--- config.mk ---
export PLATFORM = sky130hd
export DESIGN_NAME = replica_aware_work_assigner
export DESIGN_NICKNAME = d
export VERILOG_FILES = /design/src/rtl/core/rawa_pkg.sv /design/src/rtl/core/rawa_table.sv /design/src/rtl/core/rawa_scan.sv /design/src/rtl/core/replica_aware_work_assigner.sv
export SDC_FILE = /design/constraint.sdc
export NUM_CORES = 2
export LEC_CHECK = 0
export BUFFER_PORTS_ARGS = -buffer_cell sky130_fd_sc_hd__buf_2
export CAP_MARGIN = 25
export CORE_UTILIZATION = 32
export CTS_CLUSTER_SIZE = 10
export DETAILED_ROUTE_END_ITERATION = 16
export HOLD_SLACK_MARGIN = 0.05
export MAX_ROUTING_LAYER = met4
export PLACE_DENSITY_LB_ADDON = 0.3
export SLEW_MARGIN = 10
export SYNTH_ARGS = -nofsm -noshare
export SYNTH_HDL_FRONTEND = slang
export SYNTH_MEMORY_MAX_BITS = 65536
export SYNTH_SLANG_ARGS = --single-unit
--- constraint.sdc ---
create_clock -name clock -period 8.1 [get_ports clock]
set_clock_uncertainty 0.2 [all_clocks]
set_input_delay 0 -clock clock [delete_from_list [all_inputs] [get_ports clock]]
set_output_delay 0 -clock clock [all_outputs]
set_load 0.005 [all_outputs]
--- src/rtl/core/rawa_pkg.sv ---
// Package for the replica-aware work assigner: item types, codes and state encoding.
// Depends on nothing; every module of the block imports it.
package rawa_pkg;

   // Input item: what is asked, for which node and which fragment.
   typedef struct packed {
      logic [1:0] mode;
      logic [4:0] node;
      logic [5:0] fragment;
   } req_type;

   // Result item: the kind of work handed out and the fragment concerned.
   typedef struct packed {
      logic [1:0] operation;
      logic [5:0] fragment_out;
   } rsp_type;

   // Item modes.
   localparam logic [1:0] MODE_HOLD      = 2'd0;
   localparam logic [1:0] MODE_REQUEST   = 2'd1;
   localparam logic [1:0] MODE_COPY_DONE = 2'd2;

   // Result operations.
   localparam logic [1:0] OP_SEARCH   = 2'd0;
   localparam logic [1:0] OP_COPY     = 2'd1;
   localparam logic [1:0] OP_COMPLETE = 2'd2;

   // Fragment count register.
   localparam int         CSR_W     = 7;
   localparam logic [6:0] CSR_RESET = 7'd64;

   // Outcome of one pass over the table.
   typedef struct packed {
      logic search_found;
      logic copy_found;
   } scan_flags_type;

   // Sequencer states.
   typedef enum logic [3:0] {
      ST_CLEAR,
      ST_IDLE,
      ST_UPD_RD,
      ST_UPD_WR,
      ST_SCAN,
      ST_DRAIN,
      ST_DECIDE,
      ST_FIX_RD,
      ST_FIX_WR
   } state_type;

endpackage

--- src/rtl/core/rawa_table.sv ---
// Fragment table storage: one synchronous memory, one write and one read port.
// Read data is registered, so it appears in the cycle after the address.
module rawa_table
   import rawa_pkg::*;
#(
   parameter int WIDTH = 71,
   parameter int DEPTH = 64,
   parameter int AW    = 6
) (
   input  logic             clock,
   input  logic             wr_en,
   input  logic [AW-1:0]    wr_addr,
   input  logic [WIDTH-1:0] wr_data,
   input  logic             rd_en,
   input  logic [AW-1:0]    rd_addr,
   output logic [WIDTH-1:0] rd_data
);

   logic [WIDTH-1:0] mem [DEPTH];
   logic [WIDTH-1:0] rd_data_ff;

   // Write port.
   always_ff @(posedge clock) begin
      if (wr_en) begin
         mem[wr_addr] <= wr_data;
      end
   end

   // Registered read port.
   always_ff @(posedge clock) begin
      if (rd_en) begin
         rd_data_ff <= mem[rd_addr];
      end
   end

   assign rd_data = rd_data_ff;

endmodule

--- src/rtl/core/rawa_scan.sv ---
// Selection unit: follows the table entries streamed out of memory, one per cycle,
// and keeps the best search candidate and the best copy candidate. Uses rawa_pkg.
module rawa_scan
   import rawa_pkg::*;
#(
   parameter int NODES = 32,
   parameter int FW    = 6,
   parameter int RW    = 6
) (
   input  logic                 clock,
   input  logic                 reset,
   input  logic                 clr,
   input  logic                 vld,
   input  logic [FW-1:0]        idx,
   input  logic [NODES-1:0]     holder,
   input  logic [NODES-1:0]     copier,
   input  logic                 unas,
   input  logic [RW-1:0]        rep,
   input  logic [NODES-1:0]     node_bit,
   output scan_flags_type       flags,
   output logic [FW-1:0]        search_idx,
   output logic [FW-1:0]        copy_idx
);

   logic          s_found_ff;
   logic          c_found_ff;
   logic [FW-1:0] s_idx_ff;
   logic [FW-1:0] c_idx_ff;
   logic [RW-1:0] s_rep_ff;
   logic [RW-1:0] c_rep_ff;
   logic          s_hit;
   logic          c_hit;
   logic          s_upd;
   logic          c_upd;

   // A search candidate is unassigned and held by the node; a copy candidate is
   // unassigned and nobody copies it. Strictly fewer holders wins, so ties keep the
   // lower index. An orphan has no holders, so the first orphan always wins.
   always_comb begin
      s_hit = vld && unas && (|(holder & node_bit));
      c_hit = vld && unas && !(|copier);
      s_upd = s_hit && (!s_found_ff || (rep < s_rep_ff));
      c_upd = c_hit && (!c_found_ff || (rep < c_rep_ff));
   end

   // Found flags, cleared at the start of each pass.
   always_ff @(posedge clock) begin
      if (reset || clr) begin
         s_found_ff <= 1'b0;
         c_found_ff <= 1'b0;
      end else begin
         if (s_upd) begin
            s_found_ff <= 1'b1;
         end
         if (c_upd) begin
            c_found_ff <= 1'b1;
         end
      end
   end

   // Best index and its replica count.
   always_ff @(posedge clock) begin
      if (s_upd) begin
         s_idx_ff <= idx;
         s_rep_ff <= rep;
      end
      if (c_upd) begin
         c_idx_ff <= idx;
         c_rep_ff <= rep;
      end
   end

   assign flags.search_found = s_found_ff;
   assign flags.copy_found   = c_found_ff;
   assign search_idx         = s_idx_ff;
   assign copy_idx           = c_idx_ff;

endmodule

--- src/rtl/core/replica_aware_work_assigner.sv ---
// Replica-aware work assigner: top level with the sequencer and configuration register.
// Depends on rawa_pkg, rawa_table (fragment table) and rawa_scan (selection unit).
//
// Usage. An item (req) is taken at a clock edge where start is high and busy is low.
// Mode hold records that a node holds a fragment, mode copy-done makes the node a
// holder and clears its copier mark; neither gives a result and both keep busy high
// through a read, then a write back of one table entry. Mode request gives exactly
// one result item on rsp, shown for one cycle with rsp_strobe high; the receiver
// cannot hold it off. A request scans the N active fragments (N = min of
// csr_wr_data last written and FRAGMENTS), one table entry per cycle through the
// memory read port, then rereads and updates the chosen entry; rsp_strobe is
// registered from the state that writes that entry back. When no fragment qualifies,
// there is no reread or update and complete is registered from the decide state. A request
// for a node out of range, or with no active fragments, answers complete on the
// next cycle without going busy. The fragment count register is written with
// csr_wr_en at any edge and must only change while the block is idle.
// After reset the block clears the table, one entry per cycle, and holds busy high
// until every entry is cleared; the count register resets to 64.
module replica_aware_work_assigner
   import rawa_pkg::*;
#(
   parameter int FRAGMENTS = 64,
   parameter int NODES     = 32
) (
   input  logic             clock,
   input  logic             reset,
   input  logic             start,
   output logic             busy,
   input  req_type          req,
   output logic             rsp_strobe,
   output rsp_type          rsp,
   input  logic             csr_wr_en,
   input  logic [CSR_W-1:0] csr_wr_data
);

   localparam int FW = $clog2(FRAGMENTS);
   localparam int CW = $clog2(FRAGMENTS + 1);
   localparam int RW = $clog2(NODES + 1);

   // Table entry layout: holders, copiers, unassigned flag, replica count.
   localparam int UNAS_BIT = RW;
   localparam int COP_LSB  = RW + 1;
   localparam int HOLD_LSB = RW + 1 + NODES;
   localparam int EW       = RW + 1 + 2 * NODES;
   localparam logic [EW-1:0] CLEAR_ENTRY = {{(2 * NODES){1'b0}}, 1'b1, {RW{1'b0}}};

   state_type        state_ff, state_in;
   req_type          req_ff, req_in;
   logic [FW-1:0]    idx_ff, idx_in;
   logic [CSR_W-1:0] csr_ff;
   logic [FW-1:0]    pick_idx_ff, pick_idx_in;
   logic [1:0]       pick_op_ff, pick_op_in;
   logic             rsp_strobe_ff, rsp_strobe_in;
   rsp_type          rsp_ff, rsp_in;
   logic             scan_vld_ff;
   logic [FW-1:0]    scan_idx_ff;

   logic [CW-1:0]    act_cnt;
   logic             node_ok;
   logic             frag_ok;
   logic             last_idx;
   logic [NODES-1:0] node_bit;

   logic             tbl_wr_en;
   logic [FW-1:0]    tbl_wr_addr;
   logic [EW-1:0]    tbl_wr_data;
   logic             tbl_rd_en;
   logic [FW-1:0]    tbl_rd_addr;
   logic [EW-1:0]    tbl_rd_data;

   logic [NODES-1:0] rd_holder;
   logic [NODES-1:0] rd_copier;
   logic             rd_unas;
   logic [RW-1:0]    rd_rep;
   logic [EW-1:0]    upd_entry;
   logic [EW-1:0]    fix_entry;

   logic             scan_clr;
   scan_flags_type   scan_flags;
   logic [FW-1:0]    search_idx;
   logic [FW-1:0]    copy_idx;

   // Fragment table.
   rawa_table #(
      .WIDTH (EW),
      .DEPTH (FRAGMENTS),
      .AW    (FW)
   ) u_table (
      .clock   (clock),
      .wr_en   (tbl_wr_en),
      .wr_addr (tbl_wr_addr),
      .wr_data (tbl_wr_data),
      .rd_en   (tbl_rd_en),
      .rd_addr (tbl_rd_addr),
      .rd_data (tbl_rd_data)
   );

   // Selection over the entries streamed out during a request.
   rawa_scan #(
      .NODES (NODES),
      .FW    (FW),
      .RW    (RW)
   ) u_scan (
      .clock      (clock),
      .reset      (reset),
      .clr        (scan_clr),
      .vld        (scan_vld_ff),
      .idx        (scan_idx_ff),
      .holder     (rd_holder),
      .copier     (rd_copier),
      .unas       (rd_unas),
      .rep        (rd_rep),
      .node_bit   (node_bit),
      .flags      (scan_flags),
      .search_idx (search_idx),
      .copy_idx   (copy_idx)
   );

   // Active fragment count, limited to the table size, and range checks.
   always_comb begin
      if (32'(csr_ff) > 32'(FRAGMENTS)) begin
         act_cnt = CW'(FRAGMENTS);
      end else begin
         act_cnt = CW'(csr_ff);
      end
      node_ok  = 32'(req.node) < 32'(NODES);
      frag_ok  = 32'(req.fragment) < 32'(act_cnt);
      last_idx = 32'(idx_ff) == (32'(act_cnt) - 32'd1);
      node_bit = {{(NODES - 1){1'b0}}, 1'b1} << req_ff.node;
   end

   // Entry read back and its two kinds of update.
   always_comb begin
      rd_holder = tbl_rd_data[HOLD_LSB +: NODES];
      rd_copier = tbl_rd_data[COP_LSB +: NODES];
      rd_unas   = tbl_rd_data[UNAS_BIT];
      rd_rep    = tbl_rd_data[RW-1:0];

      // Holding or copy done: add the holder once, drop the copier mark on copy done.
      upd_entry = tbl_rd_data;
      upd_entry[HOLD_LSB +: NODES] = rd_holder | node_bit;
      if (!(|(rd_holder & node_bit))) begin
         upd_entry[RW-1:0] = rd_rep + RW'(1);
      end
      if (req_ff.mode == MODE_COPY_DONE) begin
         upd_entry[COP_LSB +: NODES] = rd_copier & ~node_bit;
      end

      // Chosen fragment: a search assignment clears the flag, a copy task marks the copier.
      fix_entry = tbl_rd_data;
      if (pick_op_ff == OP_SEARCH) begin
         fix_entry[UNAS_BIT] = 1'b0;
      end else begin
         fix_entry[COP_LSB +: NODES] = rd_copier | node_bit;
      end
   end

   // Sequencer: next state, table accesses and result.
   always_comb begin
      state_in      = state_ff;
      req_in        = req_ff;
      idx_in        = idx_ff;
      pick_idx_in   = pick_idx_ff;
      pick_op_in    = pick_op_ff;
      rsp_strobe_in = 1'b0;
      rsp_in        = rsp_ff;
      scan_clr      = 1'b0;
      tbl_wr_en     = 1'b0;
      tbl_wr_addr   = idx_ff;
      tbl_wr_data   = CLEAR_ENTRY;
      tbl_rd_en     = 1'b0;
      tbl_rd_addr   = idx_ff;

      unique case (state_ff)
         ST_CLEAR: begin
            tbl_wr_en = 1'b1;
            if (32'(idx_ff) == 32'(FRAGMENTS - 1)) begin
               idx_in   = '0;
               state_in = ST_IDLE;
            end else begin
               idx_in = idx_ff + FW'(1);
            end
         end
         ST_IDLE: begin
            if (start) begin
               req_in = req;
               priority if (req.mode == MODE_REQUEST) begin
                  if (!node_ok || (act_cnt == '0)) begin
                     rsp_strobe_in       = 1'b1;
                     rsp_in.operation    = OP_COMPLETE;
                     rsp_in.fragment_out = '0;
                  end else begin
                     idx_in   = '0;
                     scan_clr = 1'b1;
                     state_in = ST_SCAN;
                  end
               end else if ((req.mode == MODE_HOLD || req.mode == MODE_COPY_DONE)
                            && node_ok && frag_ok) begin
                  state_in = ST_UPD_RD;
               end else begin
                  state_in = ST_IDLE;
               end
            end
         end
         ST_UPD_RD: begin
            tbl_rd_en   = 1'b1;
            tbl_rd_addr = FW'(req_ff.fragment);
            state_in    = ST_UPD_WR;
         end
         ST_UPD_WR: begin
            tbl_wr_en   = 1'b1;
            tbl_wr_addr = FW'(req_ff.fragment);
            tbl_wr_data = upd_entry;
            state_in    = ST_IDLE;
         end
         ST_SCAN: begin
            tbl_rd_en = 1'b1;
            if (last_idx) begin
               state_in = ST_DRAIN;
            end else begin
               idx_in = idx_ff + FW'(1);
            end
         end
         ST_DRAIN: begin
            state_in = ST_DECIDE;
         end
         ST_DECIDE: begin
            priority if (scan_flags.search_found) begin
               pick_idx_in = search_idx;
               pick_op_in  = OP_SEARCH;
               state_in    = ST_FIX_RD;
            end else if (scan_flags.copy_found) begin
               pick_idx_in = copy_idx;
               pick_op_in  = OP_COPY;
               state_in    = ST_FIX_RD;
            end else begin
               rsp_strobe_in       = 1'b1;
               rsp_in.operation    = OP_COMPLETE;
               rsp_in.fragment_out = '0;
               state_in            = ST_IDLE;
            end
         end
         ST_FIX_RD: begin
            tbl_rd_en   = 1'b1;
            tbl_rd_addr = pick_idx_ff;
            state_in    = ST_FIX_WR;
         end
         ST_FIX_WR: begin
            tbl_wr_en           = 1'b1;
            tbl_wr_addr         = pick_idx_ff;
            tbl_wr_data         = fix_entry;
            rsp_strobe_in       = 1'b1;
            rsp_in.operation    = pick_op_ff;
            rsp_in.fragment_out = 6'(pick_idx_ff);
            state_in            = ST_IDLE;
         end
         default: begin
            state_in = ST_IDLE;
         end
      endcase
   end

   // Control registers.
   always_ff @(posedge clock) begin
      if (reset) begin
         state_ff      <= ST_CLEAR;
         idx_ff        <= '0;
         rsp_strobe_ff <= 1'b0;
         scan_vld_ff   <= 1'b0;
         csr_ff        <= CSR_RESET;
      end else begin
         state_ff      <= state_in;
         idx_ff        <= idx_in;
         rsp_strobe_ff <= rsp_strobe_in;
         scan_vld_ff   <= (state_ff == ST_SCAN);
         if (csr_wr_en) begin
            csr_ff <= csr_wr_data;
         end
      end
   end

   // Payload registers.
   always_ff @(posedge clock) begin
      req_ff      <= req_in;
      pick_idx_ff <= pick_idx_in;
      pick_op_ff  <= pick_op_in;
      rsp_ff      <= rsp_in;
      scan_idx_ff <= idx_ff;
   end

   assign busy       = (state_ff != ST_IDLE);
   assign rsp_strobe = rsp_strobe_ff;
   assign rsp        = rsp_ff;

   // A result only follows an immediate answer, the end of a pass or a final update.
   a_rsp_source: assert property (@(posedge clock) disable iff (reset)
      rsp_strobe |-> ($past(state_ff) == ST_IDLE || $past(state_ff) == ST_DECIDE
                      || $past(state_ff) == ST_FIX_WR))
      else $error("result strobe without a finished item");

   // The table is never written while a pass streams entries out.
   a_no_write_in_scan: assert property (@(posedge clock) disable iff (reset)
      (state_ff == ST_SCAN || state_ff == ST_DRAIN) |-> !tbl_wr_en)
      else $error("table written during a scan");

   // The fragment picked by a pass is still unassigned when it is updated.
   a_pick_unassigned: assert property (@(posedge clock) disable iff (reset)
      state_ff == ST_FIX_WR |-> rd_unas)
      else $error("picked fragment is already assigned");

   // Entries fed to the selection unit lie inside the active range.
   a_scan_in_range: assert property (@(posedge clock) disable iff (reset)
      scan_vld_ff |-> (32'(scan_idx_ff) < 32'(act_cnt)))
      else $error("scan beyond active fragments");

endmodule

# Yosys cells after proc, flatten, opt, wreduce, memory -nomap -nowiden
# Memory sizes are Yosys's and may differ from the RTL's. A register that Yosys moved wholly into a read port is not among the register bits.
# Cells that the tools add are included.
# totals
memories	1
elab_cells	132
output_inout_bits	10
inputBits	24
reg_bits	79
ramBits	4544
# classes
n_reduce_logical	29
n_lt_le_gt_ge	4
n_addsub	3
shift	1
bitwise	5
eq_ne	24
mux	46
# memory_table
memory	words	width	read_ports	rd_ports_with_merged_regs	write_ports	line_no	text
u_table.mem	64	71	1	1	1	rawa_table.sv:19	logic [WIDTH-1:0] mem [DEPTH];
# ops
cell	n
$pmux W71 S2	1
$and A32 B32 Y32	2
$mux W32	2
$or A32 B32 Y32	2
$reduce_or A32 Y1	2
$mux W6	8
$mux W8	5
$eq A6 B32 Y1	1
$not A32 Y32	1
$shl A1 B5 Y32 const A	1
$pmux W4 S7	1
$pmux W6 S2	2
$pmux W8 S3	1
$mux W4	5
$ne A2 B2 Y1 const B	9
$pmux W6 S3	1
$eq A4 B3 Y1 const B	4
$mux W1	15
$add A6 B1 Y6 const B	2
$lt A6 B6 Y1	2
$eq A4 B2 Y1 const B	2
$sub A7 B1 Y8 const B	1
$gt A7 B7 Y1 const B	1
$logic_not A7 Y1	1
24 further kinds	40

# Logic depth before layout (Yosys ltp)
# logic_depth
word_depth	8
mapped_depth	15
mapped_depth_nobuf	11

# Modules after synthesis
# Synthesis repeated with hierarchy kept, for this count alone.
# hier_totals
cells_unflattened	7838
area_unflattened_um2	179005.4
# modules_own_cells
module	area_per_inst_um2	n_inst	cells_each	seq_area_each_um2
rawa_table	173482.6	1	7207	138582.9
replica_aware_work_assigner	4219.0	1	531	1341.3
rawa_scan	1303.8	1	100	760.7

# Least setup slack after synthesis
# Ideal clock, no wire load.
# synth_timing
kind	register to register
start	register state_ff[1]
end	register u_table.rd_data_ff[0] (netlist: u_table.rd_data[0]) (read register of u_table.mem) (enable)
arrival_ps	5695
stages_incl_launch_ff	4
period_less_slack_ps	6493
required_time_ps	7302
slack_ps	1607
path_buffers	1
setup_time_ps	598
path_cell_list	dfxtp_1 nand2b_1 clkbuf_1 o21ai_0
# synth_via
elab_chain_len	3
elab_cells_between_ends	6
classes_between	eq/ne: 3; mux: 2; reduce/logical: 1
# synth_lines
element	line_no	text
start, declared	replica_aware_work_assigner.sv:47	state_type state_ff, state_in;
start signal, assigned	replica_aware_work_assigner.sv:272	state_ff <= state_in;
$eq A4 B3 Y1 or $eq A4 B2 Y1 (tied branches)	replica_aware_work_assigner.sv:174	unique case (state_ff)
$reduce_or A3 Y1 (no line) (*)	n/a	
$mux W1 (*)	replica_aware_work_assigner.sv:174	
net tbl_rd_en	replica_aware_work_assigner.sv:67	logic tbl_rd_en;
end, declared	rawa_table.sv:20	logic [WIDTH-1:0] rd_data_ff;
# The timed path passes the listed nets; every way through them passes the cells marked *.
# A chain may end at the register's enable or synchronous reset.

# Worst setup path in the final report
# layout_timing
start	register state_ff[0]
end	register u_table.rd_data_ff[10] (netlist: u_table.rd_data[10]) (read register of u_table.mem) (data pin)
# layout_via
elab_chain_len	3
elab_cells_between_ends	6
classes_between	eq/ne: 3; mux: 2; reduce/logical: 1
# layout_lines
element	line_no
$eq A4 B3 Y1 or $eq A4 B2 Y1 (tied branches)	replica_aware_work_assigner.sv:174
$reduce_or A3 Y1 (no line)	n/a
$mux W1	replica_aware_work_assigner.sv:174
# Parallel ways exist; a longest one is shown, timed or not.

==> impl_metrics.csv <==
group,metric,value,unit
status,status,"finished, final reports clean",
logic_synthesis,post_synth.cell_area_avg,15.26,µm²
clock_tree,clk_latency,1.08,ns
clock_tree,root_buffer,"clkbuf_16",
power_and_ir_drop,power_frac_seq,51.9,%
die,fp.dieW,758.1,µm
routing,antenna_left,0,
logic_synthesis,synth_top_area_share,76.62,%
clock_tree,htree_levels,6,
clock_tree,clock_sinks,4694,
cells_and_area,mostFrequentLayoutCells,"edfxtp_1, nand2_1, a21oi_1",
grt,grt_max_degree,148,
die,num_rows,277,
power_and_ir_drop,p_leak,73.25,nW
cells_and_area,layout-drive-gt1-share,11.12,%
logic_synthesis,synthArstFlopShare,0,%
cells_and_area,fillerInstances,52990,
logic_synthesis,synth.distinct_cells,73,
routing,drt_iter0_drc,16500,
timing,slew_headroom,18.88,%
timing,worstMarginPinSlew,1.217,ns
logic_synthesis,netlist_area,182900,µm²
clock_tree,cts_buffers,546,
logic_synthesis,netlist_top_cells_area,"edfxtp_1, nand2_1, mux2i_1",
worst_setup_path,path_cells,"nor3b_1, o21ai_0, and3_1, buf_4, nand2_4, buf_4, a21oi_1, a2111oi_0, a22o_1, a221oi_1",
timing,min_period,5.901,ns
die,start_util,32.14,%
power_and_ir_drop,p_total,0.05112,W
timing,hold_viol,0,
logic_synthesis,syn_inst,11990,
grt,grt_first_pass_wirelength,866800,µm
logic_synthesis,yosysSeqAreaShare,76.91,%
place,place_congestion,0.8991,
die,coreArea,569100,µm²
worst_setup_path,cp-end-kind,"flop",
routing,wire_per_inst,31.68,µm
logic_synthesis,synth_seq_cells,4694,
timing,post-route-period-util,72.85,%
logic_synthesis,synth_area_leader_cell,"edfxtp_1",
worst_hold_path,hp-class,"in -> reg",
die,io_pins,34,
timing,finalMaxSlewViolations,0,
timing,rsz0062_at_grt,"false",
routing,via_count,113200,
timing,setup_tns,0,ns
logic_synthesis,yosys_warnings,0,
die,die_y,758.1,µm
worst_setup_path,cp.arrival,6.46,ns
grt,grt_usage,21.87,%
clock_tree,cts_buffer_depth,4,
place,hpwl,329400,µm
cells_and_area,layout_commonest_cell,"edfxtp_1",
place,io_buffers,33,
clock_tree,clk_pin_slew,0.06,ns
routing,drc_errors,0,
worst_setup_path,critPathMaxStageDelay,1.02,ns
power_and_ir_drop,sw_frac_of_total,22.35,%
timing,max_freq,0.1695,GHz
worst_setup_path,path_delay_family,"compound AO/OA/AOI/OAI gates",
cells_and_area,area_growth,15.05,%
grt,antenna_found_initial,31,
worst_setup_path,required,8.66,ns
power_and_ir_drop,pwr-share-clk,42.8,%
logic_synthesis,synth-main-ff-cell,"edfxtp_1",
power_and_ir_drop,max-vdd-ir-drop,0.2670,mV
worst_setup_path,worst-setup-path-type,"reg -> reg",
run,maxCapViolCount,0,
routing,wl,631100,µm
worst_setup_path,critPathBufInv,2,
worst_setup_path,start_kind,"flop",
logic_synthesis,syn_nets,12030,
logic_synthesis,synth_edf_count,4667,
worst_setup_path,cp_max_fo,27,
power_and_ir_drop,power_density,242.9,nW/µm²
power_and_ir_drop,p_comb_share,5.3,%
timing,setup_viol,0,
cells_and_area,nets,12290,
worst_setup_path,crit_top_cell,"buf_4",
grt,grt_pass1_vias,106600,
worst_setup_path,crit_path_top_delay_cell,"dfxtp_1",
routing,drt-pass1-iter-count,6,
grt,grt_overflow,0,
clock_tree,cts_tree,"done",
routing,viasPerCell,5.684,
power_and_ir_drop,p_sw,0.01142,W
power_and_ir_drop,p_int,0.03969,W
clock_tree,cts_resized,0,
die,floorplan.die_area,574600,µm²
[routing by layer]
layer	track usage [%]	wire length (µm)	up-vias
met2	33.41	288900	6452
li1	-	-	46680
met1	28.99	252300	58770
met5	-	0	-
met3	4.298	63510	1331
met4	8.116	26350	0
[repair_timing]
item / 4_1_cts / 5_1_grt
hold endpoints to repair: 55 / 0
buffers inserted: 0 / 0
hold buffers: 74 / 0
[sequential cells by signal (all words and copies together), names as in the netlist, 4 cells and up]
name / count
u_table.mem: 4544
scan_idx_ff: 6
u_scan.c_rep_ff: 6
u_scan.copy_idx: 6
u_scan.search_idx: 6
csr_ff: 7
u_scan.s_rep_ff: 6
state_ff: 4
rsp: 8
pick_idx_ff: 6
req_ff: 13
u_table.rd_data: 71
idx_ff: 6
[power groups by stage]
stage                     Clock, W  Sequential (W)  Combinational (W)
after floorplan                  0          0.0270            0.00165
after global placement           0          0.0270            0.00263
after detailed placement         0          0.0270            0.00264
after CTS                   0.0221          0.0265            0.00267
after global routing        0.0230          0.0265            0.00282
final                       0.0219          0.0265            0.00269
[final cells by class]
class | instances | area, µm² | area share (%)
Antenna cell | 20 | 50.05 | 0.02378
Clock buffer | 618 | 14290 | 6.792
Clock inverter | 51 | 681.9 | 0.3240
Inverter | 23 | 86.33 | 0.04102
Multi-Input combinational cell | 6469 | 39830 | 18.93
Sequential cell | 4694 | 140700 | 66.85
Tap cell | 7533 | 9425 | 4.479
Timing Repair Buffer | 511 | 5394 | 2.563
[worst min-delay path: cells and delay by family]
kind / cells / cell delay, ns
buf+inv: 3 / 1.28
compound gates: 1 / 0.17
[cell families after synthesis]
| kind of cell | synth area share, % |
|---|---|
| and+or+nand+nor | 8.049 |
| buffers and inverters | 1.921 |
| adders and majority gates | 0.1231 |
| DFF | 76.91 |
| muxes | 5.175 |
| AOI/OAI and AO/OA | 7.767 |
| xor gates and xnor gates | 0.05199 |
[cell usage after synthesis (29+ instances only)]
cell type and instances:
buf_4 29, nand3_1 305, nor4_1 177, o21a_1 44, a31oi_1 141, a22o_1 64
a2111oi_0 78, a21oi_1 875, and3_1 180, nand4_1 47, buf_2 211, nor2_1 179
a311oi_1 135, o21ai_0 189, o22ai_1 195, a22oi_1 54, edfxtp_1 4667, mux4_2 135
buf_1 120, nand2_1 2470, mux2i_1 634, clkbuf_1 439, a221oi_1 223, a211oi_1 92
a32o_1 32
[through the flow]
stage	hold slack, ns	worst slack [ns]	area (µm²)	cells	utilization (%)
global placement	0.001120	2.482	194400	19140	34.15
floorplan	-0.1011	1.607	182900	11990	-
CTS	0.1089	2.419	210400	19900	36.96
finish	0.2111	2.199	210500	19920	36.98
global route	0.2042	2.041	210400	19910	36.98
detailed placement	-0.01876	2.450	194600	19150	34.20
[path summary, 6_finish.rpt]
| check | slack (ns) | cells after the start | from | end |
|---|---|---|---|---|
| min | 0.21 | 4 | csr_wr_en | csr_ff[6] |
| max | 2.20 | 10 | state_ff[0] | u_table.rd_data[10] |
| min reg2reg | 0.23 | 0 | scan_idx_ff[5] | u_scan.copy_idx[5] |
| max reg2reg | 2.20 | 10 | state_ff[0] | u_table.rd_data[10] |
(Power assumes the default switching activity.)
